--- src/rtl/lbdim_pkg.sv ---
// ----------------------------------------------------------------------------
// lbdim_pkg: shared definitions for the LED bridge dimmer
// Command and mode codes, register indexes, constants, the gamma curve and
// the command and status types between the controller and the datapath.
// ----------------------------------------------------------------------------
`default_nettype none

package lbdim_pkg;

  // Command codes carried in the input tuser field.
  localparam logic [1:0] CMD_TICK   = 2'd0;
  localparam logic [1:0] CMD_MODE   = 2'd1;
  localparam logic [1:0] CMD_BRIGHT = 2'd2;
  localparam logic [1:0] CMD_TOGGLE = 2'd3;

  // Bridge modes.
  localparam logic [1:0] MODE_OFF = 2'd0;
  localparam logic [1:0] MODE_FWD = 2'd1;
  localparam logic [1:0] MODE_REV = 2'd2;

  // Configuration register indexes.
  localparam logic [1:0] REG_FADE_DUR = 2'd0;
  localparam logic [1:0] REG_PWM_WIN  = 2'd1;
  localparam logic [1:0] REG_BRT_MIN  = 2'd2;

  localparam int CFG_W     = 16;
  localparam int CFG_IDX_W = 2;
  localparam int IN_DATA_W  = 16;
  localparam int OUT_DATA_W = 24;

  localparam logic [6:0]  PCT_MAX       = 7'd100;
  localparam logic [15:0] FADE_DUR_RST  = 16'd1000;
  localparam logic [7:0]  PWM_WIN_RST   = 8'd10;
  localparam logic [6:0]  BRT_MIN_RST   = 7'd20;
  localparam logic [15:0] ELAPSED_MAX   = 16'hFFFF;

  // Quotient of the step division has five bits (curve has 32 points).
  localparam int          DIV_STEPS = 5;
  // x / 100 == (x * 5243) >> 19 exactly for x up to 25500.
  localparam logic [12:0] RECIP_100   = 13'd5243;
  localparam int          RECIP_SHIFT = 19;

  typedef struct packed {
    logic load;      // input transfer: apply command, start a tick
    logic div_step;  // one restoring-division step
    logic mul;       // delta times curve value
    logic scl;       // scale magnitude by 1/100
    logic lvl;       // update the level from the fade
    logic dmul;      // level times window
    logic dscl;      // scale duty by 1/100
    logic pwm;       // advance window phase and enable
    logic post;      // copy state into the output register
  } lbdim_cmd_t;

  typedef struct packed {
    logic div_last;
  } lbdim_stat_t;

  function automatic logic [6:0] gamma_lut(input logic [4:0] idx);
    logic [6:0] g;
    case (idx)
      5'd0:  g = 7'd0;   5'd1:  g = 7'd0;   5'd2:  g = 7'd0;   5'd3:  g = 7'd1;
      5'd4:  g = 7'd1;   5'd5:  g = 7'd2;   5'd6:  g = 7'd3;   5'd7:  g = 7'd4;
      5'd8:  g = 7'd5;   5'd9:  g = 7'd7;   5'd10: g = 7'd8;   5'd11: g = 7'd10;
      5'd12: g = 7'd12;  5'd13: g = 7'd15;  5'd14: g = 7'd17;  5'd15: g = 7'd20;
      5'd16: g = 7'd23;  5'd17: g = 7'd27;  5'd18: g = 7'd30;  5'd19: g = 7'd34;
      5'd20: g = 7'd38;  5'd21: g = 7'd42;  5'd22: g = 7'd47;  5'd23: g = 7'd52;
      5'd24: g = 7'd57;  5'd25: g = 7'd62;  5'd26: g = 7'd68;  5'd27: g = 7'd74;
      5'd28: g = 7'd80;  5'd29: g = 7'd86;  5'd30: g = 7'd93;  5'd31: g = 7'd100;
      default: g = 7'd0;
    endcase
    return g;
  endfunction

endpackage

`default_nettype wire

--- src/rtl/lbdim_ctrl.sv ---
// ----------------------------------------------------------------------------
// lbdim_ctrl: sequencing state machine
// Accepts one item at a time, steps the datapath through a tick and owns the
// output valid flag.
// ----------------------------------------------------------------------------
`default_nettype none

module lbdim_ctrl (
  input  wire logic                clk,
  input  wire logic                rst,
  input  wire logic                s_tvalid,
  output logic                     s_tready,
  input  wire logic [1:0]          command,
  output logic                     m_tvalid,
  input  wire logic                m_tready,
  output lbdim_pkg::lbdim_cmd_t    cmd,
  input  wire lbdim_pkg::lbdim_stat_t stat
);
  import lbdim_pkg::*;

  typedef enum logic [8:0] {
    S_IDLE = 9'b000000001,
    S_DIV  = 9'b000000010,
    S_MUL  = 9'b000000100,
    S_SCL  = 9'b000001000,
    S_LVL  = 9'b000010000,
    S_DMUL = 9'b000100000,
    S_DSCL = 9'b001000000,
    S_PWM  = 9'b010000000,
    S_FIN  = 9'b100000000
  } state_t;

  state_t state, state_next;
  logic   out_valid, out_valid_next;

  always_comb begin
    state_next     = state;
    out_valid_next = out_valid && !m_tready;
    cmd            = '0;
    s_tready       = 1'b0;
    case (state)
      S_IDLE: begin
        s_tready = 1'b1;
        if (s_tvalid) begin
          cmd.load   = 1'b1;
          state_next = (command == CMD_TICK) ? S_DIV : S_FIN;
        end
      end
      S_DIV: begin
        cmd.div_step = 1'b1;
        if (stat.div_last) begin
          state_next = S_MUL;
        end
      end
      S_MUL: begin
        cmd.mul    = 1'b1;
        state_next = S_SCL;
      end
      S_SCL: begin
        cmd.scl    = 1'b1;
        state_next = S_LVL;
      end
      S_LVL: begin
        cmd.lvl    = 1'b1;
        state_next = S_DMUL;
      end
      S_DMUL: begin
        cmd.dmul   = 1'b1;
        state_next = S_DSCL;
      end
      S_DSCL: begin
        cmd.dscl   = 1'b1;
        state_next = S_PWM;
      end
      S_PWM: begin
        cmd.pwm    = 1'b1;
        state_next = S_FIN;
      end
      S_FIN: begin
        if (!out_valid || m_tready) begin
          cmd.post       = 1'b1;
          out_valid_next = 1'b1;
          state_next     = S_IDLE;
        end
      end
      default: begin
        state_next = S_IDLE;
      end
    endcase
  end

  always_ff @(posedge clk) begin
    if (rst) begin
      state     <= S_IDLE;
      out_valid <= 1'b0;
    end else begin
      state     <= state_next;
      out_valid <= out_valid_next;
    end
  end

  assign m_tvalid = out_valid;

endmodule

`default_nettype wire

--- src/rtl/lbdim_dp.sv ---
// ----------------------------------------------------------------------------
// lbdim_dp: dimmer state and arithmetic
// Holds the configuration and dimmer state, the step divider, the two scaling
// multipliers and the output register.
// ----------------------------------------------------------------------------
`default_nettype none

module lbdim_dp (
  input  wire logic                              clk,
  input  wire logic                              rst,
  input  wire lbdim_pkg::lbdim_cmd_t             cmd,
  output lbdim_pkg::lbdim_stat_t                 stat,
  input  wire logic                              cfg_we,
  input  wire logic [lbdim_pkg::CFG_IDX_W-1:0]   cfg_index,
  input  wire logic [lbdim_pkg::CFG_W-1:0]       cfg_data,
  input  wire logic [1:0]                        command,
  input  wire logic [1:0]                        mode_value,
  input  wire logic [7:0]                        brightness_value,
  output logic [lbdim_pkg::OUT_DATA_W-1:0]       res_data
);
  import lbdim_pkg::*;

  // Configuration.
  logic [15:0] fade_dur;
  logic [7:0]  pwm_win;
  logic [6:0]  brt_min;

  // Dimmer state.
  logic [1:0]  mode_reg,     mode_reg_next;
  logic [1:0]  pref_reg,     pref_reg_next;
  logic [6:0]  target_reg,   target_reg_next;
  logic [6:0]  level_reg,    level_reg_next;
  logic        fade_on,      fade_on_next;
  logic [15:0] fade_elapsed, fade_elapsed_next;
  logic [6:0]  fade_from,    fade_from_next;
  logic [6:0]  fade_to,      fade_to_next;
  logic [7:0]  phase,        phase_next;
  logic        enable_reg,   enable_reg_next;

  // Arithmetic pipeline registers.
  logic [20:0] rem;
  logic [4:0]  quot;
  logic [2:0]  div_cnt;
  logic        prod_neg;
  logic [13:0] prod_mag;
  logic [26:0] scl;
  logic [14:0] dprod;
  logic [27:0] dscl;

  function automatic logic [6:0] clamp_pct(input logic [7:0] v, input logic [6:0] lo);
    logic [7:0] t;
    t = (v < {1'b0, lo}) ? {1'b0, lo} : v;
    if (t > {1'b0, PCT_MAX}) begin
      t = {1'b0, PCT_MAX};
    end
    return t[6:0];
  endfunction

  logic [15:0] dur;
  logic [15:0] elapsed_inc;
  logic [20:0] div_trial;

  assign dur         = (fade_dur == '0) ? 16'd1 : fade_dur;
  assign elapsed_inc = (fade_elapsed != ELAPSED_MAX) ? fade_elapsed + 16'd1 : fade_elapsed;
  assign div_trial   = {5'b0, dur} << div_cnt;
  assign stat.div_last = (div_cnt == '0);

  // Command application and tick stages.
  always_comb begin
    logic [1:0]  mt;
    logic        chg;
    logic [6:0]  goal;
    logic [8:0]  fval;
    logic [8:0]  ph;
    logic [7:0]  qv;
    logic [8:0]  duty;

    mode_reg_next     = mode_reg;
    pref_reg_next     = pref_reg;
    target_reg_next   = target_reg;
    level_reg_next    = level_reg;
    fade_on_next      = fade_on;
    fade_elapsed_next = fade_elapsed;
    fade_from_next    = fade_from;
    fade_to_next      = fade_to;
    phase_next        = phase;
    enable_reg_next   = enable_reg;
    mt   = mode_value;
    chg  = 1'b0;
    goal = clamp_pct({1'b0, target_reg}, brt_min);
    qv   = scl[RECIP_SHIFT +: 8];
    fval = prod_neg ? {2'b0, fade_from} - {1'b0, qv} : {2'b0, fade_from} + {1'b0, qv};
    ph   = {1'b0, phase} + 9'd1;
    duty = dscl[RECIP_SHIFT +: 9];

    if (cmd.load) begin
      case (command)
        CMD_TICK: begin
          if (fade_on) begin
            fade_elapsed_next = elapsed_inc;
          end
        end
        CMD_MODE: begin
          chg = 1'b1;
        end
        CMD_BRIGHT: begin
          target_reg_next = clamp_pct(brightness_value, brt_min);
          fade_on_next    = 1'b0;
          if (mode_reg != MODE_OFF) begin
            level_reg_next = target_reg_next;
          end
        end
        CMD_TOGGLE: begin
          pref_reg_next = (pref_reg == MODE_FWD) ? MODE_REV : MODE_FWD;
          mt            = pref_reg_next;
          chg           = (mode_reg != MODE_OFF);
        end
        default: begin
          chg = 1'b0;
        end
      endcase

      if (chg && (mt <= MODE_REV) && (mt != mode_reg)) begin
        enable_reg_next = 1'b0;
        mode_reg_next   = mt;
        fade_on_next    = 1'b0;
        if (mode_reg == MODE_OFF) begin
          // Power on: start dark and fade toward the clamped target.
          level_reg_next    = '0;
          phase_next        = '0;
          fade_elapsed_next = '0;
          fade_from_next    = '0;
          fade_to_next      = goal;
          fade_on_next      = (goal != '0);
        end else if (mt == MODE_OFF) begin
          level_reg_next = '0;
        end
      end
    end

    if (cmd.lvl && fade_on) begin
      if (fade_elapsed >= dur) begin
        level_reg_next = fade_to;
        fade_on_next   = 1'b0;
      end else if (fval[8]) begin
        level_reg_next = '0;
      end else if (fval > {2'b0, PCT_MAX}) begin
        level_reg_next = PCT_MAX;
      end else begin
        level_reg_next = fval[6:0];
      end
    end

    if (cmd.pwm) begin
      if (mode_reg == MODE_OFF) begin
        enable_reg_next = 1'b0;
        phase_next      = '0;
      end else begin
        if (ph >= {1'b0, pwm_win}) begin
          ph = '0;
        end
        phase_next      = ph[7:0];
        enable_reg_next = ({1'b0, ph[7:0]} < duty);
      end
    end
  end

  always_ff @(posedge clk) begin
    if (rst) begin
      fade_dur     <= FADE_DUR_RST;
      pwm_win      <= PWM_WIN_RST;
      brt_min      <= BRT_MIN_RST;
      mode_reg     <= MODE_OFF;
      pref_reg     <= MODE_FWD;
      target_reg   <= PCT_MAX;
      level_reg    <= PCT_MAX;
      fade_on      <= 1'b0;
      fade_elapsed <= '0;
      fade_from    <= '0;
      fade_to      <= '0;
      phase        <= '0;
      enable_reg   <= 1'b0;
    end else begin
      if (cfg_we) begin
        case (cfg_index)
          REG_FADE_DUR: fade_dur <= cfg_data;
          REG_PWM_WIN:  pwm_win  <= cfg_data[7:0];
          REG_BRT_MIN:  brt_min  <= cfg_data[6:0];
          default:      fade_dur <= fade_dur;
        endcase
      end
      mode_reg     <= mode_reg_next;
      pref_reg     <= pref_reg_next;
      target_reg   <= target_reg_next;
      level_reg    <= level_reg_next;
      fade_on      <= fade_on_next;
      fade_elapsed <= fade_elapsed_next;
      fade_from    <= fade_from_next;
      fade_to      <= fade_to_next;
      phase        <= phase_next;
      enable_reg   <= enable_reg_next;
    end
  end

  // Step division: incremented elapsed * 31 / duration, one quotient bit per cycle.
  always_ff @(posedge clk) begin
    if (rst) begin
      div_cnt <= '0;
    end else if (cmd.load) begin
      div_cnt <= 3'(DIV_STEPS - 1);
    end else if (cmd.div_step && !stat.div_last) begin
      div_cnt <= div_cnt - 3'd1;
    end
  end

  always_ff @(posedge clk) begin
    if (cmd.load) begin
      rem  <= ({5'b0, elapsed_inc} << 5) - {5'b0, elapsed_inc};
      quot <= '0;
    end else if (cmd.div_step) begin
      if (rem >= div_trial) begin
        rem           <= rem - div_trial;
        quot[div_cnt] <= 1'b1;
      end
    end
  end

  // Fade and duty arithmetic, one multiplier per stage.
  always_ff @(posedge clk) begin
    logic signed [7:0]  delta;
    logic signed [15:0] prod;
    logic [15:0]        pabs;
    delta = $signed({1'b0, fade_to}) - $signed({1'b0, fade_from});
    prod  = delta * $signed({1'b0, gamma_lut(quot)});
    pabs  = prod[15] ? 16'(-prod) : 16'(prod);
    if (cmd.mul) begin
      prod_neg <= prod[15];
      prod_mag <= pabs[13:0];
    end
    if (cmd.scl) begin
      scl <= {13'b0, prod_mag} * {14'b0, RECIP_100};
    end
    if (cmd.dmul) begin
      dprod <= {8'b0, level_reg} * {7'b0, pwm_win};
    end
    if (cmd.dscl) begin
      dscl <= {13'b0, dprod} * {15'b0, RECIP_100};
    end
  end

  // Output register: the result of the item just finished.
  always_ff @(posedge clk) begin
    if (cmd.post) begin
      res_data <= {2'b0, pref_reg, target_reg, mode_reg, level_reg, enable_reg,
                   (mode_reg != MODE_OFF), (mode_reg == MODE_REV), (mode_reg == MODE_FWD)};
    end
  end

endmodule

`default_nettype wire

--- src/rtl/led_bridge_dimmer_with_gamma_fade.sv ---
// A tick passes through the step divider, the fade multiply and scale, the level
// update, the duty multiply and scale and the phase step before its result is posted;
// other commands are posted directly. Posting waits while an unread result is held,
// but a new item is taken while the previous result still waits in the output register.
// Reset (rst, synchronous, active high) restores every state and configuration
// register to its reset value at once; there is no clearing pass.
// ----------------------------------------------------------------------------
// led_bridge_dimmer_with_gamma_fade: two-direction LED bridge dimmer
// Takes tick, set mode, set brightness and toggle direction commands and
// returns the bridge pin levels and dimmer status for each command.
// ----------------------------------------------------------------------------
`default_nettype none

module led_bridge_dimmer_with_gamma_fade (
  input  wire logic                               clk,
  input  wire logic                               rst,
  // Input stream.
  input  wire logic                               s_tvalid,
  output logic                                    s_tready,
  // s_tdata: mode_value[1:0], brightness_value[9:2], zero fill above.
  input  wire logic [lbdim_pkg::IN_DATA_W-1:0]    s_tdata,
  // s_tuser: command[1:0].
  input  wire logic [1:0]                         s_tuser,
  // Result stream.
  output logic                                    m_tvalid,
  input  wire logic                               m_tready,
  // m_tdata: leg_one[0], leg_two[1], bridge_awake[2], drive_enable[3],
  // level_pct[10:4], mode_now[12:11], user_target[19:13], preferred_now[21:20].
  output logic [lbdim_pkg::OUT_DATA_W-1:0]        m_tdata,
  // Configuration write port.
  input  wire logic                               cfg_we,
  input  wire logic [lbdim_pkg::CFG_IDX_W-1:0]    cfg_index,
  input  wire logic [lbdim_pkg::CFG_W-1:0]        cfg_data
);
  import lbdim_pkg::*;

  // The controller sequences each item; the datapath holds the state and
  // does all arithmetic. A tick walks through the divider, the fade scaling
  // and the duty scaling before its result is posted.
  lbdim_cmd_t  cmd;
  lbdim_stat_t stat;

  lbdim_ctrl u_ctrl (
    .clk      (clk),
    .rst      (rst),
    .s_tvalid (s_tvalid),
    .s_tready (s_tready),
    .command  (s_tuser),
    .m_tvalid (m_tvalid),
    .m_tready (m_tready),
    .cmd      (cmd),
    .stat     (stat)
  );

  // The datapath applies the command on the input transfer itself, so the
  // payload fields only need to be valid at that edge.
  lbdim_dp u_dp (
    .clk              (clk),
    .rst              (rst),
    .cmd              (cmd),
    .stat             (stat),
    .cfg_we           (cfg_we),
    .cfg_index        (cfg_index),
    .cfg_data         (cfg_data),
    .command          (s_tuser),
    .mode_value       (s_tdata[1:0]),
    .brightness_value (s_tdata[9:2]),
    .res_data         (m_tdata)
  );

`ifndef SYNTH
  // Only one item is in flight: the input is closed in the cycle after a transfer in.
  assert property (@(posedge clk) disable iff (rst)
    (s_tvalid && s_tready) |=> !s_tready)
    else $error("input accepted while an item was in flight");

  // Pin and status fields of a result agree with its mode.
  assert property (@(posedge clk) disable iff (rst)
    m_tvalid |-> ((m_tdata[2] == (m_tdata[12:11] != MODE_OFF)) &&
                  (m_tdata[0] == (m_tdata[12:11] == MODE_FWD)) &&
                  (m_tdata[1] == (m_tdata[12:11] == MODE_REV))))
    else $error("bridge pins disagree with mode");

  // The driver is never enabled with the bridge off, and levels stay in range.
  assert property (@(posedge clk) disable iff (rst)
    m_tvalid |-> (!(m_tdata[3] && (m_tdata[12:11] == MODE_OFF)) &&
                  (m_tdata[10:4] <= PCT_MAX) && (m_tdata[19:13] <= PCT_MAX)))
    else $error("enable or percent out of range");
`endif

endmodule

`default_nettype wire
--- config.mk ---
export PLATFORM = sky130hd
export DESIGN_NAME = led_bridge_dimmer_with_gamma_fade
export DESIGN_NICKNAME = d
export VERILOG_FILES = /design/src/rtl/lbdim_pkg.sv /design/src/rtl/lbdim_ctrl.sv /design/src/rtl/lbdim_dp.sv /design/src/rtl/led_bridge_dimmer_with_gamma_fade.sv
export SDC_FILE = /design/constraint.sdc
export NUM_CORES = 1
export LEC_CHECK = 0
export ABC_CLOCK_PERIOD_IN_PS = 13200
export BUFFER_PORTS_ARGS = -buffer_cell sky130_fd_sc_hd__buf_2
export CELL_PAD_IN_SITES_DETAIL_PLACEMENT = 0
export CELL_PAD_IN_SITES_GLOBAL_PLACEMENT = 2
export CORE_MARGIN = 4
export CORE_UTILIZATION = 45
export DETAILED_ROUTE_END_ITERATION = 12
export PLACE_DENSITY_LB_ADDON = 0.3
export REMOVE_ABC_BUFFERS = 1
export SYNTH_ARGS = -nofsm -noshare
export SYNTH_HDL_FRONTEND = slang
export SYNTH_SLANG_ARGS = --single-unit
export TNS_END_PERCENT = 30
--- constraint.sdc ---
create_clock -name clk -period 13.2 [get_ports clk]
set_input_delay 1.32 -clock clk [delete_from_list [all_inputs] [get_ports clk]]
set_output_delay 1.32 -clock clk [all_outputs]
set_load 0.01 [all_outputs]
# ---- After elaboration in Yosys (flattened, before gate mapping)
# Memories as Yosys holds them, arrays and structs flattened. A register that Yosys moved wholly into a read port is not among the register bits.
# Index checks and enable logic that the tools add are counted.
dict set report word_totals {
  elab_cells 183
  romBits 224
  ff_bits 228
  input_bits 41
  output_inout_bits 26
  memories 1
}
dict set report op_classes {
  n_eq_ne 22
  n_bitwise 1
  n_shift 1
  n_mux 73
  magnitude_cmp 12
  n_mul 4
  n_reduce_logical 38
  n_addsub 7
}
# name words width rd rd_ports_with_merged_regs wr line
set mem_list {}
lappend mem_list {{(name not given)} 32 7 1 1 0 lbdim_pkg.sv:61} ;# case (idx)
# operator count
set ops {}
lappend ops {{16-bit two-way mux} 6}
lappend ops {{7-bit two-way mux} 13}
lappend ops {{9-bit case mux with 9 select lines} 1}
lappend ops {{8-bit two-way mux} 9}
lappend ops {{21-bit two-way mux} 3}
lappend ops {{9-bit two-way mux} 5}
lappend ops {{15-bit by 13-bit multiplier with 28-bit output (second input constant)} 1}
lappend ops {{14-bit by 13-bit multiplier with 27-bit output (second input constant)} 1}
lappend ops {{1-bit two-way mux} 26}
lappend ops {{21-bit >= comparator} 1}
lappend ops {{16-bit by 3-bit << shifter with 21-bit output} 1}
lappend ops {{21-bit by 16-bit subtractor with 21-bit output} 1}
lappend ops {{21-bit subtractor} 1}
lappend ops {{2-bit AND reduction} 9}
lappend ops {{16-bit by 1-bit adder with 16-bit output (second input constant)} 1}
lappend ops {{16-bit >= comparator} 1}
lappend ops {{8-bit by 7-bit > comparator with 1-bit output (second input constant)} 2}
lappend ops {{16-bit logical NOT} 1}
lappend ops {{16-bit inequality test (second input constant)} 1}
lappend ops {{2-bit nonzero test} 8}
lappend ops {{7-bit by 8-bit multiplier with 15-bit output} 1}
lappend ops {{7-bit by 7-bit multiplier with 14-bit output} 1}
lappend ops {{14-bit two-way mux} 1}
lappend ops {{14-bit negator} 1}
lappend ops {{39 further kinds} 62}

# ---- Logic depth before layout (Yosys ltp)
# Gate-level depths: netlist (run 1).
dict set report logic_depth {
  word_depth 11
  ltp_mapped 21
  ltp_nobuf 21
}

# ---- Cells and area by module
# From an unflattened synthesis (run 1), not the netlist that was laid out.
dict set report hier_totals {
  hier_cells 2347
  area_unflattened_um2 21896.0
}
# mod area_per_inst_um2 seq_area_each_um2 cells_per_inst instances
set by_module_without_submodules {}
lappend by_module_without_submodules {lbdim_dp 21286.7 4614.4 2275 1}
lappend by_module_without_submodules {lbdim_ctrl 609.3 200.2 72 1}

# ---- Least setup slack after synthesis (run 1)
# OpenSTA, ideal clock, no wires.
dict set report synth_timing {
  path_kind {reg-to-reg}
  startpoint {register u_dp.prod_mag[8]}
  endpoint {register u_dp.scl[26], data pin}
  path_stages_with_launch 19
  path_buffers 0
  path_slack_ns 8.265
  required_ns 12.940
  t_arrival_ns 4.675
  setup_time_ns 0.260
  synth_period_minus_slack_ns 4.935
  path_cell_list {edfxtp_1 -> ha_1 -> inv_1 -> fa_1 -> inv_1 -> fa_1 -> inv_1 -> fa_1 -> fa_1 -> inv_1 -> ha_1 -> a211o_1 -> or3_1 -> a32oi_1 -> o31ai_1 -> a41oi_1 -> a21oi_1 -> a21oi_1 -> xnor2_1}
}
dict set report synth_via {
  elab_chain_cells 1
}
# element line
set synth_lines {}
lappend synth_lines {{from (decl)} lbdim_dp.sv:45} ;# logic [13:0] prod_mag;
lappend synth_lines {{from (signal assigned)} lbdim_dp.sv:238} ;# prod_mag <= pabs[13:0];
lappend synth_lines {{14-bit by 13-bit multiplier with 27-bit output} lbdim_dp.sv:241} ;# scl <= {13'b0, prod_mag} * {14'b0, RECIP_100};
lappend synth_lines {{to (signal assigned)} lbdim_dp.sv:241}
lappend synth_lines {{to (decl)} lbdim_dp.sv:46} ;# logic [26:0] scl;
# Every way passes these cells.
# A chain may end at the register's enable or synchronous reset.

# ---- Worst setup path in the final report (run 1)
# Same ends and word-level chain as after synthesis.

==> flow_metrics.py, run 1 <==
metrics = {
    "outcome": {
        "status": "complete, no violations",
    },
    "clocking": {
        "holdBufCountCts": 0,
        "cts_max_level": 4,
        "post_cts_buffers": 0,
        "clkSinkCount": 196,
        "cts_buffers": 17,
        "path_clk_slew_ps": 80,
        "cts_resized": 0,
        "cts_tree": "built",
        "cts_buffer_depth": 2,
        "clockRootBuffer": "clkbuf_16",
        "clkLatencyLatePin_ps": 490,
    },
    "detailed_routing": {
        "vias_per_cell": 5.36,
        "drc": 0,
        "wl_per_cell_microns": 17.7,
        "vias": 16144,
        "drtIter0Drc": 877,
        "ant_nets": 0,
        "drtPass1Iterations": 5,
        "routed_wl_microns": 53300,
    },
    "die": {
        "core_area_sq_um": 47700,
        "die_y_microns": 228,
        "dieArea_sq_um": 51900,
        "start_util_pct": 45.5,
        "ioPinCount": 67,
        "chipWidth_microns": 228,
        "fp-row-count": 80,
    },
    "global_route": {
        "grt_max_degree": 43,
        "grt_overflow": 0,
        "grt_pass1_vias": 16581,
        "grt_use_total_pct": 21.0,
        "antenna_found_initial": 0,
        "grt_pass1_wl_microns": 87500,
    },
    "sta": {
        "setup_violations": 0,
        "fin_tns_setup_ps": 0,
        "slew_violations": 0,
        "max_slew_margin_pct": 33.7,
        "tightest_slew_ps": 993,
        "period_minus_slack_ps": 5560,
        "hold_viol": 0,
        "post-route-period-util_pct": 42.2,
        "finalClockSkew_ps": 13.9,
        "max_freq_ghz": 0.180,
        "rsz0062_at_grt": "no",
    },
    "critical_path": {
        "reg2reg_slack_ps": 7640,
        "endpoint": "u_dp.scl[26]$_DFFE_PP_",
        "r2r-end": "u_dp.scl[26]$_DFFE_PP_",
        "cp.required_ps": 13430,
        "path_max_fanout": 6,
        "crit_path_end_kind": "flop",
        "crit_start": "u_dp.prod_mag[8]$_DFFE_PP_",
        "timing.rr.start": "u_dp.prod_mag[8]$_DFFE_PP_",
        "critPathKind": "reg2reg",
        "cp.arrival_ps": 5800,
        "worst_r2r_path_depth": 18,
        "startpoint_type": "flop",
    },
    "layout": {
        "n_antenna_cell": 0,
        "nFillCells": 4576,
        "top_register": "u_dp.res_data",
        "reg_top3": "u_dp.res_data x22, u_dp.rem x21",
        "syn_to_final_growth_pct": 6.75,
        "final_layout_size_suffix_gt1_share_pct": 6.30,
        "nNetsFinal": 2959,
        "largest_reg_flops": 22,
    },
    "yosys": {
        "ys.flop_type": "dfxtp_1",
        "ys_async_sr_fraction_pct": 0,
        "syn_avg_cell_area_sq_um": 9.23,
        "yosysUniqueCellTypes": 94,
        "ys_ff_latch": 196,
        "yosysWarnings": 0,
        "synth_edf_count": 89,
        "synth_cells": 2355,
        "syn_area_sq_um": 21700,
        "seq_area_frac_synth_pct": 22.2,
    },
    "power_and_ir_drop": {
        "p_per_area_nw_per_um2": 71.8,
        "peakVddDrop_mv": 0.0994,
        "p_leak_uw": 0.0113,
        "power_uw": 1670,
    },
    "place": {
        "gp_congestion": 0.834,
        "portBuffers": 58,
        "post-dp-hpwl_microns": 44100,
    },
    "min_path": {
        "hp-class": "reg2reg",
    },
    "job": {
        "drv_cap": 0,
    },
}
-- per-layer routing --
layer	GRT usage (%)	wire, microns	part of all wire (%)
met1	28.0	24500	46
met2	35.7	25600	48
met3	2.64	1900	3.6
met4	6.62	1330	2.5
met5	0	0	0
-- synthesized netlist by cell type, types with 12 or more instances --
library cell | instances | area share (%)
nand2_1 | 219 | 3.8
inv_1 | 388 | 6.7
a21oi_1 | 130 | 3.0
o21ai_0 | 84 | 1.9
and3_1 | 14 | 0.40
dfxtp_1 | 107 | 9.9
nand3_1 | 38 | 0.88
edfxtp_1 | 89 | 12
o31ai_1 | 12 | 0.41
nor4_1 | 15 | 0.43
nand2b_1 | 14 | 0.40
fa_1 | 186 | 17
o21bai_1 | 15 | 0.52
ha_1 | 347 | 20
nand4_1 | 13 | 0.37
mux2i_1 | 41 | 1.9
nor2_1 | 127 | 2.2
a21o_1 | 46 | 1.6
nor3_1 | 38 | 0.88
and2_1 | 57 | 1.6
o211ai_1 | 13 | 0.45
o21a_1 | 13 | 0.45
xnor2_1 | 63 | 2.5
a211oi_1 | 16 | 0.55
clkbuf_1 | 45 | 0.78
or3_1 | 14 | 0.40
xor2_1 | 27 | 1.1
nor2b_1 | 13 | 0.37
-- layout by cell type (no fill, tap or decap), types with 38 or more instances in the layout --
| cell type | instances |
|---|---|
| fa_1 | 186 |
| mux2i_1 | 41 |
| dfxtp_1 | 107 |
| nand3_1 | 38 |
| ha_1 | 347 |
| nor2_1 | 127 |
| nor3_1 | 38 |
| inv_1 | 388 |
| a21oi_1 | 130 |
| o21ai_0 | 84 |
| edfxtp_1 | 89 |
| buf_2 | 58 |
| nand2_1 | 219 |
| a21o_1 | 46 |
| xnor2_1 | 63 |
| and2_1 | 57 |
-- per-stage QoR --
stage | cell area [sq um] | cells | util [%] | worst slack [ps] | hold slack, ps
3_3_place_gp | 22600 | 2981 | 47.4 | 7580 | 455
6_report | 23200 | 3013 | 48.6 | 7640 | 475
2_1_floorplan | 21500 | 2295 | - | 8270 | 408
4_1_cts | 23200 | 3013 | 48.6 | 7560 | 474
5_1_grt | 23200 | 3013 | 48.6 | 7280 | 487
3_5_place_dp | 22600 | 2981 | 47.4 | 7570 | 461
-- cells by family (layout without fill, tap and decap cells) --
logic type	after synthesis	count (layout)	share of synthesized area, %
fa+ha+maj	533	533	37.1
mux	52	52	2.72
compound gates	426	426	12.8
buf+inv	450	492	7.88
flops	196	196	22.2
xor+xnor	90	90	3.63
other cells	1	2	0.0173
simple gates	607	607	13.7
-- final cells by class --
type                       instances  area, sq um  area share [%]
clock buffer                      20          457            1.97
tap                              615          769            3.32
clock inverter                    12         93.8           0.405
sequential                       196         4810            20.8
inverter                         389         1460            6.29
timing repair buffer              71          388            1.67
multi-input combinational       1710        15200            65.6
-- power by group --
part | switching (uW) | internal (uW)
Clock | 254 | 254
Combinational | 267 | 178
Sequential | 30.4 | 682
Total | 552 | 1110
-- worst min path at each step --
stage / from / to / slack (ps) / depth (start not counted)
6_report: u_dp.fade_dur[0]$_SDFFE_PP0P_ / u_dp.fade_dur[0]$_SDFFE_PP0P_ / 470 / 2
5_1_grt: u_dp.pref_reg[1]$_SDFFE_PP0P_ / u_dp.res_data[21]$_DFFE_PP_ / 490 / 0
4_1_cts: u_dp.pref_reg[1]$_SDFFE_PP0P_ / u_dp.res_data[21]$_DFFE_PP_ / 470 / 0
3_5_place_dp: u_dp.pref_reg[0]$_SDFFE_PP1P_ / u_dp.res_data[20]$_DFFE_PP_ / 460 / 0
3_3_place_gp: u_dp.pref_reg[1]$_SDFFE_PP0P_ / u_dp.res_data[21]$_DFFE_PP_ / 460 / 0
2_1_floorplan: u_dp.enable_reg$_SDFFE_PP0P_ / u_dp.res_data[3]$_DFFE_PP_ / 410 / 0
-- worst max-delay path, stage by stage, from the launching register on --
cell	delay (ps)
edfxtp_1	560
ha_1	370
inv_1	60
fa_1	530
inv_1	60
fa_1	490
inv_1	50
fa_1	460
fa_1	540
inv_1	40
ha_1	220
a211o_1	250
or3_1	340
a32oi_1	340
o31ai_1	210
a41oi_1	360
a21oi_1	160
a21oi_1	190
xnor2_1	90
No activity file was read; power rests on OpenSTA's default activity.
==> run 2: changes to the inputs <==
--- a/config.mk
+++ b/config.mk
@@ -5,12 +5,12 @@
 export SDC_FILE = /design/constraint.sdc
 export NUM_CORES = 1
 export LEC_CHECK = 0
-export ABC_CLOCK_PERIOD_IN_PS = 13200
+export ABC_CLOCK_PERIOD_IN_PS = 5400
 export BUFFER_PORTS_ARGS = -buffer_cell sky130_fd_sc_hd__buf_2
 export CELL_PAD_IN_SITES_DETAIL_PLACEMENT = 0
 export CELL_PAD_IN_SITES_GLOBAL_PLACEMENT = 2
 export CORE_MARGIN = 4
-export CORE_UTILIZATION = 45
+export CORE_UTILIZATION = 42
 export DETAILED_ROUTE_END_ITERATION = 12
 export PLACE_DENSITY_LB_ADDON = 0.3
 export REMOVE_ABC_BUFFERS = 1
==> constraint.sdc (replaced) <==
create_clock -name clk -period 5.4 [get_ports clk]
set_input_delay 0.54 -clock clk [delete_from_list [all_inputs] [get_ports clk]]
set_output_delay 0.54 -clock clk [all_outputs]
set_load 0.01 [all_outputs]
==> run 2 against run 1 <==
Against the previous run:
- count of clock-buffer cells in the layout is 3 lower
- combinational power grew to 2.5 times the previous value
- cell count is 3.4% higher
- sequential share of layout area is 0.36 points lower
- sequential power is 140% higher
- die area is 6.9% higher
- worst hold slack worse by 200 ps
- clock skew is 0.84 ps higher
- clock power is 150% higher
- via count is 1.5% higher
- cell area is 1.8% higher
- critical path type unchanged
==> flow_metrics.py, run 2 (synthesized netlist as in run 1, its figures left out) <==
metrics = {
    "clocking": {
        "cts_buffer_depth": 2,
        "clockRootBuffer": "clkbuf_16",
        "path_clk_slew_ps": 70,
        "holdBufCountCts": 0,
        "cts_max_level": 4,
        "cts_buffers": 17,
        "cts_tree": "built",
        "clkSinkCount": 196,
        "clkLatencyLatePin_ps": 500,
    },
    "critical_path": {
        "crit_path_end_kind": "flop",
        "slowest_delay_ps": 550,
        "path_common_cell": "fa_1",
        "cp.arrival_ps": 5340,
        "critPathKind": "reg2reg",
        "path_max_fanout": 6,
        "cp.required_ps": 5630,
        "crit_path_top_delay_cell": "fa_1",
        "crit_chain": "fa_1 > ha_1 > fa_1 > inv_1 > fa_1 > fa_1 > inv_1 > ha_1 > a211o_1 > or3_1 > a32oi_2 > o21ai_0 > a21o_1 > a21o_1 > a21oi_2 > xnor2_2",
        "startpoint_type": "flop",
    },
    "detailed_routing": {
        "drc": 0,
        "drtPass1Iterations": 6,
        "vias": 16379,
        "ant_nets": 0,
        "routed_wl_microns": 55100,
        "vias_per_cell": 5.26,
        "wl_per_cell_microns": 17.7,
        "drtIter0Drc": 827,
    },
    "layout": {
        "final_cell_mix": "inv_1 (388), ha_1 (347), nand2_1 (219), fa_1 (186), a21oi_1 (129)",
        "nNetsFinal": 2997,
        "largest_reg_flops": 22,
        "final_layout_size_suffix_gt1_share_pct": 8.09,
        "final_common_cell": "inv_1",
        "top_register": "u_dp.res_data",
        "syn_to_final_growth_pct": 8.68,
        "reg_top3": "u_dp.res_data x22, u_dp.rem x21",
        "n_antenna_cell": 0,
    },
    "sta": {
        "hold_viol": 0,
        "hold_ws_ps": 274,
        "setup_violations": 0,
        "fin_tns_setup_ps": 0,
        "tightest_slew_ps": 973,
        "slew_violations": 0,
        "post-route-period-util_pct": 94.8,
        "max_slew_margin_pct": 35.1,
        "finalClockSkew_ps": 14.7,
        "max_freq_ghz": 0.195,
        "period_minus_slack_ps": 5120,
    },
    "power_and_ir_drop": {
        "p_per_area_nw_per_um2": 174,
        "p_leak_uw": 0.0115,
        "peakVddDrop_mv": 0.247,
        "power_uw": 4110,
    },
    "global_route": {
        "grt_overflow": 0,
        "use_met3_pct": 2.99,
        "grt_pass1_vias": 16615,
        "antenna_found_initial": 1,
        "busiest_layer": "met2",
        "met1_usage_pct": 26.6,
        "grt_max_degree": 50,
        "grt_use_total_pct": 20.0,
        "met2_usage_pct": 34.0,
        "grt_pass1_wl_microns": 89300,
    },
    "die": {
        "chipWidth_microns": 235,
        "die_y_microns": 235,
        "dieArea_sq_um": 55400,
        "fp-row-count": 83,
        "ioPinCount": 67,
        "start_util_pct": 42.4,
        "core_area_sq_um": 51300,
    },
    "place": {
        "portBuffers": 58,
        "gp_congestion": 0.870,
        "post-dp-hpwl_microns": 45900,
    },
    "min_path": {
        "hp-class": "in2reg",
    },
    "job": {
        "drv_cap": 0,
    },
    "outcome": {
        "status": "complete, no violations",
    },
}
==> run 2: final timing paths <==
path	start	endpoint	slack, ps	cells after the start
worst max-delay path	u_dp.prod_mag[4]$_DFFE_PP_	u_dp.scl[19]$_DFFE_PP_	280	16
worst min-delay path	cfg_data[8]	u_dp.fade_dur[8]$_SDFFE_PP1P_	270	3
worst max register to register	u_dp.prod_mag[4]$_DFFE_PP_	u_dp.scl[19]$_DFFE_PP_	280	16
worst min register to register	u_dp.enable_reg$_SDFFE_PP0P_	u_dp.res_data[3]$_DFFE_PP_	460	0
==> run 2: report_power, final <==
| group | total (uW) | switching, uW | internal [uW] |
|---|---|---|---|
| logic | 1120 | 669 | 448 |
| clock network | 1260 | 656 | 600 |
| registers | 1730 | 67.9 | 1670 |
==> run 2: routing by layer <==
| layer | wire, microns | part of all wire [%] | vias to the layer above |
|---|---|---|---|
| met5 | 0 | 0 | - |
| met4 | 1480 | 2.7 | 0 |
| met3 | 1570 | 2.9 | 70 |
| met2 | 26700 | 49 | 215 |
| met1 | 25300 | 46 | 7959 |
| li1 | - | - | 8135 |
==> run 2: worst max-delay path: cells and delay by family (launching register included) <==
kind | cells | cell delay, ps
adders and majority gates | 6 | 2550
DFF | 1 | 540
buffers and inverters | 2 | 100
xor gates and xnor gates | 1 | 120
AOI/OAI and AO/OA | 6 | 1220
and+or+nand+nor | 1 | 340
==> run 2: cell type report <==
cell class / instances / area [sq um]
Fill cell: 5012 / 27700
Inverter: 389 / 1460
Timing Repair Buffer: 109 / 673
Clock inverter: 15 / 123
Multi-Input combinational cell: 1710 / 15300
Tap cell: 680 / 851
Clock buffer: 17 / 425
Sequential cell: 196 / 4820
==> run 2: through the flow <==
stage	setup slack (ps)	area (sq um)	instances	utilization (%)
after CTS	47.3	23500	3110	45.8
after floorplan	465	21500	2295	-
after global routing	-1.38	23600	3116	46.0
after global placement	100	23000	3078	44.8
final	281	23600	3116	46.0
after detailed placement	67.9	23000	3078	44.8
==> run 2: what timing repair did <==
item | 4_1_cts | 5_1_grt
buffers inserted | 0 | 6
gates resized for setup | 0 | 10
endpoints found under the setup margin | 0 | 11
